--- src/design/chunked_relocation_loader_top_macros.svh ---
// ============================================================================
// Chunked relocation loader assertion macros
// Assertion forms used by the loader's back end RTL.
// ============================================================================
`ifndef CHUNKED_RELOCATION_LOADER_TOP_MACROS_SVH
`define CHUNKED_RELOCATION_LOADER_TOP_MACROS_SVH

// The consequent must hold in the same cycle as the antecedent.
`define CRL_ASSERT_SAME(label, ante, cons, msg) \
    label: assert property (@(posedge i_clk) disable iff (!i_rst_n) \
        (ante) |-> (cons)) else $error(msg);

// The consequent must hold in the cycle after the antecedent.
`define CRL_ASSERT_NEXT(label, ante, cons, msg) \
    label: assert property (@(posedge i_clk) disable iff (!i_rst_n) \
        (ante) |=> (cons)) else $error(msg);

`endif

--- src/design/crl_pkg.sv ---
// ============================================================================
// Chunked relocation loader package
// Sizes, codes and types shared by the loader's front, queue and back.
// ============================================================================
package crl_pkg;

    localparam int MAX_CHUNKS = 8;
    localparam int ADDR_W     = (MAX_CHUNKS > 1) ? $clog2(MAX_CHUNKS) : 1;
    localparam int CUR_W      = $clog2(MAX_CHUNKS + 16);
    localparam int TOTAL_W    = 16 + ADDR_W;
    localparam int RAM_W      = 32;
    localparam int Q_DEPTH    = 2;
    localparam int Q_PTR_W    = (Q_DEPTH > 1) ? $clog2(Q_DEPTH) : 1;
    localparam int Q_CNT_W    = $clog2(Q_DEPTH + 1);

    localparam logic [1:0] OP_WRITE = 2'd0;
    localparam logic [1:0] OP_FIT   = 2'd1;
    localparam logic [1:0] OP_WORD  = 2'd2;

    typedef enum logic [1:0] {
        KIND_WRITE,
        KIND_FIT,
        KIND_WORD
    } t_kind;

    typedef enum logic [1:0] {
        FIT_ONE   = 2'd0,
        FIT_SPLIT = 2'd1,
        FIT_NONE  = 2'd2
    } t_fit_status;

    typedef enum logic [1:0] {
        S_IDLE,
        S_FIT,
        S_WORD
    } t_state;

    typedef struct packed {
        t_kind              kind;
        logic [2:0]         index;
        logic [15:0]        size;
        logic [15:0]        base;
        logic [15:0]        words;
        logic signed [15:0] code_word;
        logic               relocate;
        logic               first_word;
        logic [CUR_W-1:0]   start_chunk;
    } t_cmd;

    typedef struct packed {
        logic full;
        logic empty;
    } t_q_status;

    typedef struct packed {
        logic [1:0]         fit_status;
        logic [2:0]         fit_chunk;
        logic signed [15:0] relocated_word;
        logic [2:0]         word_chunk;
        logic               overflow;
        logic               out_of_chunks;
    } t_result;

endpackage

--- src/design/crl_ram.sv ---
// ============================================================================
// Generic single-port RAM
// One write or one read per cycle, with registered read data.
// ============================================================================
module crl_ram #(
    parameter int WIDTH = 32,
    parameter int DEPTH = 8
) (
    input  logic                                       i_clk,
    input  logic                                       i_we,
    input  logic [((DEPTH > 1) ? $clog2(DEPTH) : 1)-1:0] i_addr,
    input  logic [WIDTH-1:0]                           i_wdata,
    output logic [WIDTH-1:0]                           o_rdata
);

    logic [WIDTH-1:0] r_mem [DEPTH];
    logic [WIDTH-1:0] r_rdata;

    always_ff @(posedge i_clk) begin
        if (i_we) begin
            r_mem[i_addr] <= i_wdata;
        end else begin
            r_rdata <= r_mem[i_addr];
        end
    end

    assign o_rdata = r_rdata;

endmodule

--- src/design/crl_front.sv ---
// ============================================================================
// Chunked relocation loader front end
// Accepts items, drops those with no effect and builds queue commands.
// ============================================================================
module crl_front (
    input  logic                 start,
    output logic                 busy,
    input  logic [1:0]           i_op,
    input  logic [2:0]           i_entry_index,
    input  logic [15:0]          i_entry_size,
    input  logic [15:0]          i_entry_base,
    input  logic [15:0]          i_program_words,
    input  logic signed [15:0]   i_code_word,
    input  logic                 i_relocate,
    input  logic                 i_first_word,
    input  logic [3:0]           i_start_mode,
    input  crl_pkg::t_q_status   i_q_status,
    output logic                 o_push,
    output crl_pkg::t_cmd        o_cmd
);

    logic w_keep;

    always_comb begin
        o_cmd.kind        = crl_pkg::KIND_WRITE;
        o_cmd.index       = i_entry_index;
        o_cmd.size        = i_entry_size;
        o_cmd.base        = i_entry_base;
        o_cmd.words       = i_program_words;
        o_cmd.code_word   = i_code_word;
        o_cmd.relocate    = i_relocate;
        o_cmd.first_word  = i_first_word;
        o_cmd.start_chunk = (i_start_mode != 4'd0) ?
                            crl_pkg::CUR_W'(i_start_mode - 4'd1) : '0;
        w_keep            = 1'b0;
        unique case (i_op)
            crl_pkg::OP_WRITE: begin
                o_cmd.kind = crl_pkg::KIND_WRITE;
                w_keep     = crl_pkg::CUR_W'(i_entry_index) <
                             crl_pkg::CUR_W'(crl_pkg::MAX_CHUNKS);
            end
            crl_pkg::OP_FIT: begin
                o_cmd.kind = crl_pkg::KIND_FIT;
                w_keep     = 1'b1;
            end
            crl_pkg::OP_WORD: begin
                o_cmd.kind = crl_pkg::KIND_WORD;
                w_keep     = 1'b1;
            end
            default: begin
                w_keep = 1'b0;
            end
        endcase
    end

    assign busy   = i_q_status.full;
    assign o_push = start && !i_q_status.full && w_keep;

endmodule

--- src/design/crl_queue.sv ---
// ============================================================================
// Chunked relocation loader command queue
// Short register FIFO between the front end and the back end.
// ============================================================================
module crl_queue (
    input  logic               i_clk,
    input  logic               i_rst_n,
    input  logic               i_push,
    input  crl_pkg::t_cmd      i_cmd,
    input  logic               i_pop,
    output crl_pkg::t_cmd      o_head,
    output crl_pkg::t_q_status o_status
);

    crl_pkg::t_cmd                r_data [crl_pkg::Q_DEPTH];
    logic [crl_pkg::Q_PTR_W-1:0]  r_wptr, n_wptr;
    logic [crl_pkg::Q_PTR_W-1:0]  r_rptr, n_rptr;
    logic [crl_pkg::Q_CNT_W-1:0]  r_count, n_count;
    logic                         w_push, w_pop;

    assign w_push = i_push && (r_count != crl_pkg::Q_CNT_W'(crl_pkg::Q_DEPTH));
    assign w_pop  = i_pop && (r_count != '0);

    always_comb begin
        n_wptr  = r_wptr;
        n_rptr  = r_rptr;
        n_count = r_count;
        if (w_push) begin
            n_wptr = (r_wptr == crl_pkg::Q_PTR_W'(crl_pkg::Q_DEPTH - 1)) ?
                     '0 : crl_pkg::Q_PTR_W'(r_wptr + 1'b1);
        end
        if (w_pop) begin
            n_rptr = (r_rptr == crl_pkg::Q_PTR_W'(crl_pkg::Q_DEPTH - 1)) ?
                     '0 : crl_pkg::Q_PTR_W'(r_rptr + 1'b1);
        end
        if (w_push && !w_pop) begin
            n_count = crl_pkg::Q_CNT_W'(r_count + 1'b1);
        end else if (w_pop && !w_push) begin
            n_count = crl_pkg::Q_CNT_W'(r_count - 1'b1);
        end
    end

    always_ff @(posedge i_clk) begin
        if (!i_rst_n) begin
            r_wptr  <= '0;
            r_rptr  <= '0;
            r_count <= '0;
        end else begin
            r_wptr  <= n_wptr;
            r_rptr  <= n_rptr;
            r_count <= n_count;
        end
    end

    always_ff @(posedge i_clk) begin
        if (w_push) begin
            r_data[r_wptr] <= i_cmd;
        end
    end

    assign o_head         = r_data[r_rptr];
    assign o_status.full  = (r_count == crl_pkg::Q_CNT_W'(crl_pkg::Q_DEPTH));
    assign o_status.empty = (r_count == '0);

endmodule

--- src/design/crl_back.sv ---
// ============================================================================
// Chunked relocation loader back end
// Holds the chunk table and placement state, runs fit scans and relocation.
// ============================================================================
`include "chunked_relocation_loader_top_macros.svh"

module crl_back (
    input  logic               i_clk,
    input  logic               i_rst_n,
    input  logic               i_cfg_write,
    input  logic [3:0]         i_cfg_data,
    input  crl_pkg::t_cmd      i_head,
    input  crl_pkg::t_q_status i_q_status,
    output logic               o_pop,
    output logic               o_done,
    output crl_pkg::t_result   o_result
);

    crl_pkg::t_state                r_state, n_state;
    logic [3:0]                     r_chunk_count;
    logic [crl_pkg::CUR_W-1:0]      r_cur, n_cur;
    logic [15:0]                    r_off, n_off;
    logic [crl_pkg::CUR_W-1:0]      r_k, n_k;
    logic [crl_pkg::TOTAL_W-1:0]    r_total, n_total;
    logic [15:0]                    r_need, n_need;
    logic signed [15:0]             r_code, n_code;
    logic                           r_reloc, n_reloc;
    logic                           r_done, n_done;
    crl_pkg::t_result               r_result, n_result;

    logic                           ram_we;
    logic [crl_pkg::ADDR_W-1:0]     ram_addr;
    logic [crl_pkg::RAM_W-1:0]      ram_wdata;
    logic [crl_pkg::RAM_W-1:0]      ram_rdata;
    logic [15:0]                    ram_size, ram_base;

    logic [crl_pkg::CUR_W-1:0]      w_n;
    logic                           w_take;
    logic [crl_pkg::CUR_W-1:0]      w_cur0;
    logic                           w_in0;
    logic                           w_full;
    logic [crl_pkg::CUR_W-1:0]      w_cur_nx;
    logic                           w_cur_nx_out;
    logic                           w_fit_hit;
    logic [crl_pkg::CUR_W-1:0]      w_k_nx;
    logic                           w_k_last;
    logic [crl_pkg::TOTAL_W-1:0]    w_total_nx;
    logic signed [16:0]             w_sum;

    crl_ram #(
        .WIDTH (crl_pkg::RAM_W),
        .DEPTH (crl_pkg::MAX_CHUNKS)
    ) u_table (
        .i_clk   (i_clk),
        .i_we    (ram_we),
        .i_addr  (ram_addr),
        .i_wdata (ram_wdata),
        .o_rdata (ram_rdata)
    );

    assign ram_size  = ram_rdata[31:16];
    assign ram_base  = ram_rdata[15:0];
    assign ram_wdata = {i_head.size, i_head.base};

    assign w_n = (crl_pkg::CUR_W'(r_chunk_count) > crl_pkg::CUR_W'(crl_pkg::MAX_CHUNKS)) ?
                 crl_pkg::CUR_W'(crl_pkg::MAX_CHUNKS) : crl_pkg::CUR_W'(r_chunk_count);

    assign w_take       = (r_state == crl_pkg::S_IDLE) && !i_q_status.empty;
    assign w_cur0       = i_head.first_word ? i_head.start_chunk : r_cur;
    assign w_in0        = w_cur0 < w_n;
    assign w_full       = r_off >= ram_size;
    assign w_cur_nx     = crl_pkg::CUR_W'(r_cur + 1'b1);
    assign w_cur_nx_out = w_cur_nx >= w_n;
    assign w_fit_hit    = ram_size >= r_need;
    assign w_k_nx       = crl_pkg::CUR_W'(r_k + 1'b1);
    assign w_k_last     = w_k_nx >= w_n;
    assign w_total_nx   = r_total + crl_pkg::TOTAL_W'(ram_size);
    assign w_sum        = {r_code[15], r_code} + $signed({1'b0, ram_base});

    always_comb begin
        n_state = r_state;
        unique case (r_state)
            crl_pkg::S_IDLE: begin
                if (w_take) begin
                    unique case (i_head.kind)
                        crl_pkg::KIND_FIT:  n_state = (w_n == '0) ? crl_pkg::S_IDLE
                                                                  : crl_pkg::S_FIT;
                        crl_pkg::KIND_WORD: n_state = w_in0 ? crl_pkg::S_WORD
                                                            : crl_pkg::S_IDLE;
                        default:            n_state = crl_pkg::S_IDLE;
                    endcase
                end
            end
            crl_pkg::S_FIT: begin
                if (w_fit_hit || w_k_last) begin
                    n_state = crl_pkg::S_IDLE;
                end
            end
            crl_pkg::S_WORD: begin
                if (!w_full || w_cur_nx_out) begin
                    n_state = crl_pkg::S_IDLE;
                end
            end
            default: n_state = crl_pkg::S_IDLE;
        endcase
    end

    always_comb begin
        n_cur    = r_cur;
        n_off    = r_off;
        n_k      = r_k;
        n_total  = r_total;
        n_need   = r_need;
        n_code   = r_code;
        n_reloc  = r_reloc;
        n_done   = 1'b0;
        n_result = r_result;
        o_pop    = 1'b0;
        ram_we   = 1'b0;
        ram_addr = crl_pkg::ADDR_W'(r_cur);
        unique case (r_state)
            crl_pkg::S_IDLE: begin
                if (w_take) begin
                    o_pop = 1'b1;
                    unique case (i_head.kind)
                        crl_pkg::KIND_WRITE: begin
                            ram_we   = 1'b1;
                            ram_addr = crl_pkg::ADDR_W'(i_head.index);
                        end
                        crl_pkg::KIND_FIT: begin
                            n_need   = i_head.words;
                            n_k      = '0;
                            n_total  = '0;
                            ram_addr = '0;
                            if (w_n == '0) begin
                                n_done   = 1'b1;
                                n_result = '0;
                                n_result.fit_status = (i_head.words == 16'd0) ?
                                                      crl_pkg::FIT_SPLIT : crl_pkg::FIT_NONE;
                            end
                        end
                        crl_pkg::KIND_WORD: begin
                            n_code   = i_head.code_word;
                            n_reloc  = i_head.relocate;
                            n_cur    = w_cur0;
                            n_off    = i_head.first_word ? 16'd0 : r_off;
                            ram_addr = crl_pkg::ADDR_W'(w_cur0);
                            if (!w_in0) begin
                                n_done   = 1'b1;
                                n_result = '0;
                                n_result.relocated_word = i_head.code_word;
                                n_result.out_of_chunks  = 1'b1;
                            end
                        end
                        default: begin
                            o_pop = 1'b1;
                        end
                    endcase
                end
            end
            crl_pkg::S_FIT: begin
                if (w_fit_hit) begin
                    n_done   = 1'b1;
                    n_result = '0;
                    n_result.fit_status = crl_pkg::FIT_ONE;
                    n_result.fit_chunk  = 3'(r_k);
                end else begin
                    n_total  = w_total_nx;
                    n_k      = w_k_nx;
                    ram_addr = crl_pkg::ADDR_W'(w_k_nx);
                    if (w_k_last) begin
                        n_done   = 1'b1;
                        n_result = '0;
                        n_result.fit_status = (w_total_nx < crl_pkg::TOTAL_W'(r_need)) ?
                                              crl_pkg::FIT_NONE : crl_pkg::FIT_SPLIT;
                    end
                end
            end
            crl_pkg::S_WORD: begin
                if (!w_full) begin
                    n_done   = 1'b1;
                    n_result = '0;
                    n_result.relocated_word = r_reloc ? w_sum[15:0] : r_code;
                    n_result.overflow       = r_reloc && (w_sum[16] != w_sum[15]);
                    n_result.word_chunk     = 3'(r_cur);
                    n_off                   = r_off + 16'd1;
                end else begin
                    n_off    = 16'd0;
                    n_cur    = w_cur_nx;
                    ram_addr = crl_pkg::ADDR_W'(w_cur_nx);
                    if (w_cur_nx_out) begin
                        n_done   = 1'b1;
                        n_result = '0;
                        n_result.relocated_word = r_code;
                        n_result.out_of_chunks  = 1'b1;
                    end
                end
            end
            default: begin
                n_done = 1'b0;
            end
        endcase
    end

    always_ff @(posedge i_clk) begin
        if (!i_rst_n) begin
            r_state       <= crl_pkg::S_IDLE;
            r_chunk_count <= 4'd1;
            r_cur         <= '0;
            r_off         <= '0;
            r_done        <= 1'b0;
        end else begin
            r_state <= n_state;
            r_cur   <= n_cur;
            r_off   <= n_off;
            r_done  <= n_done;
            if (i_cfg_write) begin
                r_chunk_count <= i_cfg_data;
            end
        end
    end

    always_ff @(posedge i_clk) begin
        r_k      <= n_k;
        r_total  <= n_total;
        r_need   <= n_need;
        r_code   <= n_code;
        r_reloc  <= n_reloc;
        r_result <= n_result;
    end

    assign o_done   = r_done;
    assign o_result = r_result;

    `CRL_ASSERT_SAME(a_done_idle, r_done, r_state == crl_pkg::S_IDLE, "result while busy")
    `CRL_ASSERT_SAME(a_word_in_range, r_state == crl_pkg::S_WORD, r_cur < w_n, "chunk past end")
    `CRL_ASSERT_SAME(a_fit_in_range, r_state == crl_pkg::S_FIT, r_k < w_n, "scan past end")
    `CRL_ASSERT_SAME(a_ooc_clean, r_done && r_result.out_of_chunks, !r_result.overflow && (r_result.word_chunk == 3'd0), "bad out-of-chunks result")
    `CRL_ASSERT_NEXT(a_pop_leaves_idle, o_pop && (i_head.kind != crl_pkg::KIND_WRITE) && !n_done, r_state != crl_pkg::S_IDLE, "command lost")

endmodule

--- src/design/chunked_relocation_loader_top.sv ---
// ============================================================================
// Chunked relocation loader
// First-fit chunk placement and word relocation over a table of chunks.
// ============================================================================
// Usage: an item is taken at a rising edge with start high and busy low.
// Op 0 loads one chunk table entry and gives no result. Op 1 asks whether
// a program of a given size fits; op 2 relocates one program word. Each of
// those gives one result, shown for one cycle with o_done high.
// The chunk count register is written through i_cfg_valid/o_cfg_ready;
// the user must write it only while the block is idle, which the block
// itself does not enforce. o_cfg_ready is always high. Items enter a
// two-entry command queue; busy is high while it is full.
// A code word walks the chunks, skipping each full or empty one in turn;
// a fit query scans from chunk 0 until one holds the program or the last
// chunk is read. A word that starts past the chunks and a query with no
// chunk in use end without a scan. The back end finishes each item, or a
// table write, before it takes the next; the single-port chunk table with
// its registered read paces these steps.
// Reset clears the queue, placement state and result strobe and sets the
// chunk count to 1; table entries hold garbage until written.
// Results cannot be held off: each is taken in the cycle it is shown.
// ============================================================================
module chunked_relocation_loader_top (
    input  logic               i_clk,
    input  logic               i_rst_n,
    input  logic               start,
    output logic               busy,
    input  logic [1:0]         i_op,
    input  logic [2:0]         i_entry_index,
    input  logic [15:0]        i_entry_size,
    input  logic [15:0]        i_entry_base,
    input  logic [15:0]        i_program_words,
    input  logic signed [15:0] i_code_word,
    input  logic               i_relocate,
    input  logic               i_first_word,
    input  logic [3:0]         i_start_mode,
    input  logic               i_cfg_valid,
    output logic               o_cfg_ready,
    input  logic [3:0]         i_cfg_data,
    output logic               o_done,
    output logic [1:0]         o_fit_status,
    output logic [2:0]         o_fit_chunk,
    output logic signed [15:0] o_relocated_word,
    output logic [2:0]         o_word_chunk,
    output logic               o_overflow,
    output logic               o_out_of_chunks
);

    logic               push;
    logic               pop;
    crl_pkg::t_cmd      cmd;
    crl_pkg::t_cmd      head;
    crl_pkg::t_q_status q_status;
    crl_pkg::t_result   result;

    crl_front u_front (
        .start           (start),
        .busy            (busy),
        .i_op            (i_op),
        .i_entry_index   (i_entry_index),
        .i_entry_size    (i_entry_size),
        .i_entry_base    (i_entry_base),
        .i_program_words (i_program_words),
        .i_code_word     (i_code_word),
        .i_relocate      (i_relocate),
        .i_first_word    (i_first_word),
        .i_start_mode    (i_start_mode),
        .i_q_status      (q_status),
        .o_push          (push),
        .o_cmd           (cmd)
    );

    crl_queue u_queue (
        .i_clk    (i_clk),
        .i_rst_n  (i_rst_n),
        .i_push   (push),
        .i_cmd    (cmd),
        .i_pop    (pop),
        .o_head   (head),
        .o_status (q_status)
    );

    crl_back u_back (
        .i_clk       (i_clk),
        .i_rst_n     (i_rst_n),
        .i_cfg_write (i_cfg_valid),
        .i_cfg_data  (i_cfg_data),
        .i_head      (head),
        .i_q_status  (q_status),
        .o_pop       (pop),
        .o_done      (o_done),
        .o_result    (result)
    );

    assign o_cfg_ready      = 1'b1;
    assign o_fit_status     = result.fit_status;
    assign o_fit_chunk      = result.fit_chunk;
    assign o_relocated_word = result.relocated_word;
    assign o_word_chunk     = result.word_chunk;
    assign o_overflow       = result.overflow;
    assign o_out_of_chunks  = result.out_of_chunks;

endmodule

--- config.mk ---
export PLATFORM = sky130hd
export DESIGN_NAME = chunked_relocation_loader_top
export DESIGN_NICKNAME = d
export VERILOG_FILES = /design/src/design/crl_pkg.sv /design/src/design/crl_ram.sv /design/src/design/crl_front.sv /design/src/design/crl_queue.sv /design/src/design/crl_back.sv /design/src/design/chunked_relocation_loader_top.sv
export VERILOG_INCLUDE_DIRS = /design/src /design/src/design
export SDC_FILE = /design/constraint.sdc
export NUM_CORES = 1
export LEC_CHECK = 0
export BUFFER_PORTS_ARGS = -buffer_cell sky130_fd_sc_hd__buf_2
export CORE_MARGIN = 1.5
export CORE_UTILIZATION = 37
export CTS_BUF_LIST = sky130_fd_sc_hd__clkbuf_4 sky130_fd_sc_hd__clkbuf_8
export DETAILED_ROUTE_END_ITERATION = 10
export GPL_TIMING_DRIVEN = 0
export HOLD_SLACK_MARGIN = 0.1
export SYNTH_ARGS = -nofsm -noshare
export SYNTH_HDL_FRONTEND = slang
export SYNTH_SLANG_ARGS = --single-unit
export TNS_END_PERCENT = 30
--- constraint.sdc ---
create_clock -name i_clk -period 9.8 [get_ports i_clk]
set_input_delay 0.98 -clock i_clk [delete_from_list [all_inputs] [get_ports i_clk]]
set_output_delay 0.98 -clock i_clk [all_outputs]
set_load 0.03 [all_outputs]
**Word level (Yosys, flattened, before mapping)**

Memories as Yosys holds them, arrays and structs flattened. A register that Yosys moved wholly into a read port is not among the register bits.
Index checks and enable logic that the tools add are counted.

- Bits in registers: 115
- Bits in latches: 0
- Bits in writable memories: 408
- Memory bits (read-only): 0
- Input bits: 83
- Output and inout port bits: 29
- Logic and storage cells: 166
- Memories kept: 2

- Add/sub/neg operators: 10
- Multiply operators: 0
- Divide/modulo/power cells: 0
- Magnitude comparators: 7
- Eq/ne operators: 22
- Shift operators: 0
- Mux-type cells: 70
- Bitwise gates (word level): 0
- Reduce and logical (&&, ||, !) cells: 36

Memories:

| memory | words | width | rd ports | clocked after Yosys merged registers in | write ports | RTL line | source |
|---|---|---|---|---|---|---|---|
| u_back.u_table.r_mem | 8 | 32 | 1 | 1 | 1 | crl_ram.sv:16 | `logic [WIDTH-1:0] r_mem [DEPTH];` |
| u_queue.r_data | 2 | 76 | 1 | 1 | 1 | crl_queue.sv:15 | `crl_pkg::t_cmd r_data [crl_pkg::Q_DEPTH];` |

Operators by type and width:

| operator | count |
|---|---|
| $mux 26 | 7 |
| $mux 16 | 5 |
| $pmux 26 s3 | 1 |
| $mux 19 | 3 |
| $pmux 26 s2 | 1 |
| $mux 5 | 8 |
| $pmux 19 s2 | 1 |
| $ge 16x16->1 | 2 |
| $pmux 16 s2 | 1 |
| $mux 1 | 22 |
| $pmux 5 s2 | 2 |
| $add 19x16->19 | 1 |
| $lt 19x16->1 | 1 |
| $pmux 3 s3 | 2 |
| $add 17x16->17 | 1 |
| $add 16x1->16 const B | 1 |
| $logic_not 16->1 | 1 |
| $mux 2 | 8 |
| $ne 3x3->1 const B | 4 |
| $reduce_and 4->1 | 3 |
| $add 5x1->5 const B | 2 |
| $ge 5x5->1 | 2 |
| $ne 2x1->1 const B | 5 |
| $mux 3 | 3 |
| other kinds (27) | 58 |

**Depth between registers and ports, before layout**

Gate-level depths: netlist of the first run.

- Word-level depth: 9
- Depth in mapped cells: 20
- Gate-level depth less buffers: 20

**Cells and area by module**

A second synthesis of the first run with hierarchy kept.

- Cell total of the unflattened synthesis: 1653
- Area, all modules: 25045.3 um2

Modules (own cells, without submodules):

| module | times used | cells each | area each (um2) | sequential area each (um2) |
|---|---|---|---|---|
| crl_ram | 1 | 491 | 10850.4 | 8648.3 |
| crl_back | 1 | 813 | 7846.3 | 3052.9 |
| crl_queue | 1 | 261 | 5721.7 | 4664.5 |
| crl_front | 1 | 86 | 615.6 | 0.0 |
| chunked_relocation_loader_top | 1 | 2 | 11.3 | 0.0 |

**Worst setup path before layout of the first run**

No wires, ideal clock.

- Path kind: register to register
- Start point: reg with a tool-made name
- End point: reg u_back.r_result (netlist bit u_back.o_result[0]) (enable)
- Library setup time: 551 ps
- Data arrival time: 6833 ps
- Data required time: 9249 ps
- Setup slack: 2416 ps
- Stages on the path, launching flop included: 12
- Path buffers: 5
- Clock period less this slack: 7384 ps
- Cells stage by stage: dfxtp_1 -> clkbuf_1 -> clkbuf_1 -> clkbuf_1 -> buf_1 -> mux2i_1 -> inv_1 -> ha_1 -> clkbuf_1 -> nand2_1 -> nor2_1 -> a2111oi_0

RTL lines:

| item | RTL line | source |
|---|---|---|
| to (signal assigned) | crl_back.sv:229 | `r_result <= n_result;` |
| to (decl) | crl_back.sv:29 | `crl_pkg::t_result r_result, n_result;` |

==> results of run 1 <==
## routing by layer
metal	GRT usage (%)	up-vias	routed length, um	share of wire (%)
li1	-	7117	-	-
met1	23.13	7606	25940	43
met2	29.57	514	28880	48
met3	3.558	93	3687	6.2
met4	6.024	0	1428	2.4
met5	0	-	0	0
## per-stage QoR
step | utilization, % | area (sq um) | worst slack, ns | total power, mW | cells
floorplan | - | 24440 | 2.416 | 5.533 | 1687
global placement | 39.78 | 26060 | -2.954 | 6.578 | 2659
detailed placement | 40.60 | 26600 | 1.697 | 6.717 | 2702
CTS | 43.53 | 28520 | 1.660 | 8.879 | 2868
global route | 43.53 | 28520 | 1.308 | 9.346 | 2868
finish | 43.53 | 28520 | 1.874 | 8.842 | 2868
## kinds of logic after synthesis
family,synth area share (%)
and+or+nand+nor,9.309
AOI/OAI and AO/OA,10.12
adders and majority gates,5.438
buffers and inverters,2.453
DFF,66.98
other,0.03073
xor gates and xnor gates,1.920
muxes,3.753
## layout make-up
class | count | area [sq um] | share of cell area [%]
inverter | 60 | 225.2 | 0.7897
clock inverter | 48 | 442.9 | 1.553
sequential | 556 | 16370 | 57.39
buffer | 88 | 374.1 | 1.312
tap | 864 | 1081 | 3.791
timing repair buffer | 151 | 1008 | 3.536
multi-input combinational | 983 | 7541 | 26.44
clock buffer | 118 | 1480 | 5.190
## sequential cells by signal, indices dropped and copies added, names as in the netlist, named ones only
register / flops
u_back.o_done: 1
u_back.o_result: 26
u_back.r_chunk_count: 4
u_back.r_code: 16
u_back.r_cur: 5
u_back.r_k: 5
u_back.r_need: 16
u_back.r_off: 16
u_back.r_reloc: 1
u_back.r_state: 2
u_back.r_total: 19
u_back.u_table.o_rdata: 32
u_back.u_table.r_mem: 256
u_queue.r_count: 2
u_queue.r_data: 152
u_queue.r_rptr: 1
u_queue.r_wptr: 1
## final timing paths
path / to / cells past startpoint / start / slack (ns)
min reg2reg: u_back.r_chunk_count[0] / 2 / u_back.r_chunk_count[0] / 0.51
max reg2reg: u_back.u_table.r_mem[7][22] / 18 / flip-flop / 1.87
min: u_queue.r_data[1][58] / 1 / i_entry_size[3] / 0.46
max: u_back.u_table.r_mem[7][22] / 18 / flip-flop / 1.87
## layout by cell type, fill, tap and decap left out, types with 8 or more instances in the layout
cell / count
edfxtp_1: 523
and3_1: 143
buf_2: 123
ha_1: 103
clkbuf_8: 95
a211oi_1: 71
mux2_2: 69
clkbuf_1: 64
nand2_1: 59
inv_1: 58
nor2_1: 55
a2111oi_0: 54
o21ai_0: 50
a21oi_1: 38
nor4_1: 38
dfxtp_1: 33
and2_1: 32
xnor2_1: 30
buf_4: 27
clkinv_1: 23
clkbuf_4: 23
xor2_1: 21
nand3_1: 20
a21o_1: 18
buf_6: 15
nor2b_1: 14
mux2i_1: 14
clkinv_2: 14
a22o_1: 13
a2111oi_2: 13
nand2b_1: 11
nor3_1: 8
o211ai_1: 8
## critical path: cells and delay by family, from the launching register on
kind / cells / cell delay, ns
multiplexers: 1 / 0.37
buffers and inverters: 10 / 4.39
AO/OA/AOI/OAI: 4 / 1.27
adder cells (fa/ha/maj): 1 / 0.20
AND/OR/NAND/NOR: 2 / 0.91
flip-flops: 1 / 0.43
## report_power, final
part / total [mW] / internal [mW] / switching, mW
registers: 3.31 / 3.15 / 0.156
clock network: 2.14 / 1.19 / 0.954
logic: 3.40 / 1.20 / 2.20
==> flow_summary.ini, run 1 <==
[finish]
fillerInstances = 5826
antennaDiodeCount = 0
synthToLayoutAreaGrowth_pct = 16.71
num-nets-final = 2118
final_layout_size_suffix_gt1_share_pct = 20.96

[clocking]
htreeDepth = 3
post_cts_resized = 0
clkLatencyLatePin_ns = 0.70
cts_buffers = 90
postCtsSetupBuffers = 0
clk_transition_reported_paths_ns = 0.06
cts_tree = built
holdBufCountCts = 0
cts_sinks = 556
ctsRootBufferMaster = clkbuf_8
clk_path_buf_depth = 3

[sta]
rsz0062_at_grt = false
hold-worst-slack_ns = 0.4624
max-slew-margin-rel_pct = 29.16
setup_viol = 0
setup_tns_ns = 0
fin_crit_sh_pct = 80.88
max_freq_mhz = 126.2
finalHoldViolCount = 0
worst_slew_pin_slew_ns = 1.054
final.min_clock_period_ns = 7.926
worst_clock_skew_ns = 0.04807
slew_viol_final = 0

[critical_path]
worstSetupPathType = reg -> reg
cp_cell_sequence = clkbuf_1 > clkbuf_1 > clkbuf_1 > buf_1 > mux2i_1 > ha_1 > clkbuf_1 > inv_1 > o211ai_1 > a31o_2 > a211oi_1 > a211oi_2 > buf_2 > buf_2 > nand3_1 > nor3_2 > buf_6 > buf_4
cp-end-kind = flip-flop
worstSetupStartpointType = flip-flop
critPathRequiredTime_ns = 10.16
critPathMaxFanout = 10
cpMaxStageDelayCell = clkbuf_1
crit_arrival_ns = 8.29
slowest_delay_ns = 0.83
crit_top_cell = clkbuf_1

[routing]
wl_per_cell_um = 20.90
avgViaCountPerCell = 5.345
wirelength_mm = 59.93
vias = 15330
drc_errors = 0
dr.pass1.iters = 5
drtIter0Drc = 1133
antenna_left = 0

[place]
post-dp-hpwl_mm = 43.09
port_buffers = 108
gp_congestion = 0.8685

[synthesis]
synth_most_common_cell = edfxtp_1
ys_seq_area_share_pct = 66.98
ys.warnings.count = 0
netlist_top_cells_count = edfxtp_1, and3_1, ha_1
netlist-cell-type-count = 71
synth.area.top_cells = edfxtp_1, ha_1, and3_1
synth_flop_cell = edfxtp_1
synth_top_area_share_pct = 64.27
synthCells = 1686
synthesis.area_sq_um = 24430
synth_edf_count = 523
ys_async_sr_fraction_pct = 0
synth_top_area_cell = edfxtp_1
syn-mean-instance-area_sq_um = 14.49
ys_seq_elements = 556

[floorplan]
row_count = 94
die_height_um = 260.0
initial_core_util_pct = 37.30
io_pins = 112
core-area_sq_um = 65510
die_width_um = 260.0
die_area_sq_um = 67590

[min_path]
min_path_type = in -> reg

[global_route]
grt_max_degree = 40
grt_overflow = 0
grt_pass1_wl_mm = 91.62
grt_antenna_before_repair = 0
track_usage_pct = 17.78
grt_pass1_vias = 15770

[power]
power_density_nw_per_um2 = 310.0
ir_drop_mv = 0.1230
p_leak_nw = 10.32

[flow_run]
maxCapViolations = 0

[status]
outcome = finished, final reports clean
Power figures use the tool's default switching activity.
==> run 2: changes to the inputs <==
==> constraint.sdc (replaced) <==
create_clock -name i_clk -period 8.14 [get_ports i_clk]
set_input_delay 0.814 -clock i_clk [delete_from_list [all_inputs] [get_ports i_clk]]
set_output_delay 0.814 -clock i_clk [all_outputs]
set_load 0.03 [all_outputs]
==> flow_summary.ini, run 2 (synthesis results as in run 1) <==
[global_route]
grt_pass1_wl_mm = 91.63
track_usage_pct = 17.78
grt_max_degree = 40
grt_antenna_before_repair = 0
grt_overflow = 0
grt_pass1_vias = 15770

[critical_path]
cpMaxStageDelayCell = a211oi_2
crit_arrival_ns = 7.98
critPathRequiredTime_ns = 8.50
slowest_delay_ns = 0.80
cp-end-kind = flip-flop
cp_top_family = buffers and inverters
worstSetupPathType = reg -> reg
critPathMaxFanout = 10
crit_top_cell = clkbuf_1
r2r_cells = 18
endpoint = u_back.u_table.r_mem[7][22]
worstSetupStartpointType = flip-flop
worst-path-buf-inv = 10
cp_cell_sequence = clkbuf_1 > clkbuf_1 > clkbuf_2 > buf_1 > mux2i_1 > ha_1 > clkbuf_1 > inv_1 > o211ai_1 > a31o_2 > a211oi_1 > a211oi_2 > buf_2 > buf_2 > nand3_1 > nor3_2 > buf_6 > buf_4
r2r-end = u_back.u_table.r_mem[7][22]
r2r_setup_slack_ns = 0.52
cp.depth = 18

[power]
total_power_mw = 10.64
p_seq_share_pct = 37.4
swShare_pct = 37.42
ir_drop_mv = 0.1481
combPwrFrac_pct = 38.4
switching_power_mw = 3.983
power_density_nw_per_um2 = 373.2
p_int_mw = 6.660
clock_power_share_pct = 24.2
p_leak_nw = 10.32

[sta]
finalHoldViolCount = 0
fin_crit_sh_pct = 93.57
worst_clock_skew_ns = 0.04945
slew_viol_final = 0
max-slew-margin-rel_pct = 29.72
max_freq_mhz = 131.3
setup_tns_ns = 0
setup_viol = 0
rsz0062_at_grt = false
final.min_clock_period_ns = 7.617
worst_slew_pin_slew_ns = 1.045

[place]
gp_congestion = 0.8685
place_area_sq_um = 26600
post-dp-hpwl_mm = 43.09
port_buffers = 108

[clocking]
postCtsSetupBuffers = 0
cts_sinks = 556
cts_tree = built
clk_transition_reported_paths_ns = 0.06
htreeDepth = 3
clkLatencyLatePin_ns = 0.71
clk_path_buf_depth = 3
cts_buffers = 90
ctsRootBufferMaster = clkbuf_8

[finish]
synthToLayoutAreaGrowth_pct = 16.72
num-nets-final = 2118
final_util_pct = 43.53
largest_reg_flops = 256
final_layout_size_suffix_gt1_share_pct = 21.01
stdcell_area_sq_um = 28520
layout_common_cells = edfxtp_1, and3_1, buf_2
layout_commonest_cell = edfxtp_1
antennaDiodeCount = 0
top_register = u_back.u_table.r_mem

[floorplan]
row_count = 94
core-area_sq_um = 65510
initial_core_util_pct = 37.30
die_height_um = 260.0
die_area_sq_um = 67590
die_width_um = 260.0
io_pins = 112

[routing]
drc_errors = 0
drtIter0Drc = 1097
vias = 15310
dr.pass1.iters = 8
antenna_left = 0
wl_per_cell_um = 20.91
avgViaCountPerCell = 5.340
wirelength_mm = 59.96

[min_path]
min_path_type = in -> reg

[status]
outcome = finished, final reports clean

[flow_run]
maxCapViolations = 0
[run 2: worst min-delay path by stage]
stage	startpoint	cells after the start	to	slack (ns)
3_5_place_dp	u_back.r_chunk_count[0]	2	u_back.r_chunk_count[0]	0.49
3_3_place_gp	u_back.r_chunk_count[0]	2	u_back.r_chunk_count[0]	0.49
5_1_grt	i_entry_base[3]	1	u_queue.r_data[1][42]	0.25
2_1_floorplan	u_back.r_chunk_count[0]	2	u_back.r_chunk_count[0]	0.46
4_1_cts	i_entry_size[3]	1	u_queue.r_data[1][58]	0.23
6_report	i_entry_size[3]	1	u_queue.r_data[1][58]	0.30
[run 2: final cells by class]
type / instances / area (sq um)
fillers: 5825 / 36990
repair buffers: 151 / 1008
plain buffers: 88 / 375.4
flip-flops and latches: 556 / 16370
inverters: 60 / 225.2
clock inverters: 48 / 442.9
multi-input cells: 983 / 7541
well taps: 864 / 1081
clock buffers: 118 / 1480
[run 2: timing repair]
item / 4_1_cts / 5_1_grt
hold buffers: 0 / 0
setup endpoints to repair: 3 / 0
resized for setup: 1 / 0
[run 2: per-layer routing]
layer / GRT usage [%] / share of wire [%] / routed length, um
met5: 0 / 0 / 0
met1: 23.14 / 43 / 25870
met4: 6.024 / 2.3 / 1398
met3: 3.558 / 6.3 / 3779
met2: 29.57 / 48 / 28910
[run 2: power by group through the flow]
stage | clock network (mW) | logic (mW) | registers (mW)
detailed placement | 0 | 4.05 | 4.03
global route | 2.76 | 4.47 | 4.02
CTS | 2.63 | 4.08 | 3.98
finish | 2.58 | 4.09 | 3.98
floorplan | 0 | 2.56 | 4.10
global placement | 0 | 3.84 | 4.08
[run 2: worst register-to-register path, cell delays in order, from the launching register on]
cell      delay (ns)
dfxtp_1         0.43
clkbuf_1        0.59
clkbuf_1        0.55
clkbuf_2        0.53
buf_1           0.64
mux2i_1         0.38
ha_1            0.20
clkbuf_1        0.42
inv_1           0.17
o211ai_1        0.20
a31o_2          0.22
a211oi_1        0.07
a211oi_2        0.80
buf_2           0.39
buf_2           0.34
nand3_1         0.27
nor3_2          0.64
buf_6           0.25
buf_4           0.23
[run 2: metrics by stage]
stage | setup slack (ns) | std cells | hold slack, ns
final | 0.5230 | 2868 | 0.2972
after global routing | 0.001748 | 2868 | 0.2542
after CTS | 0.3485 | 2868 | 0.2278
after detailed placement | 0.03653 | 2702 | 0.4905
after global placement | -4.614 | 2659 | 0.4929
after floorplan | 0.7562 | 1687 | 0.4571
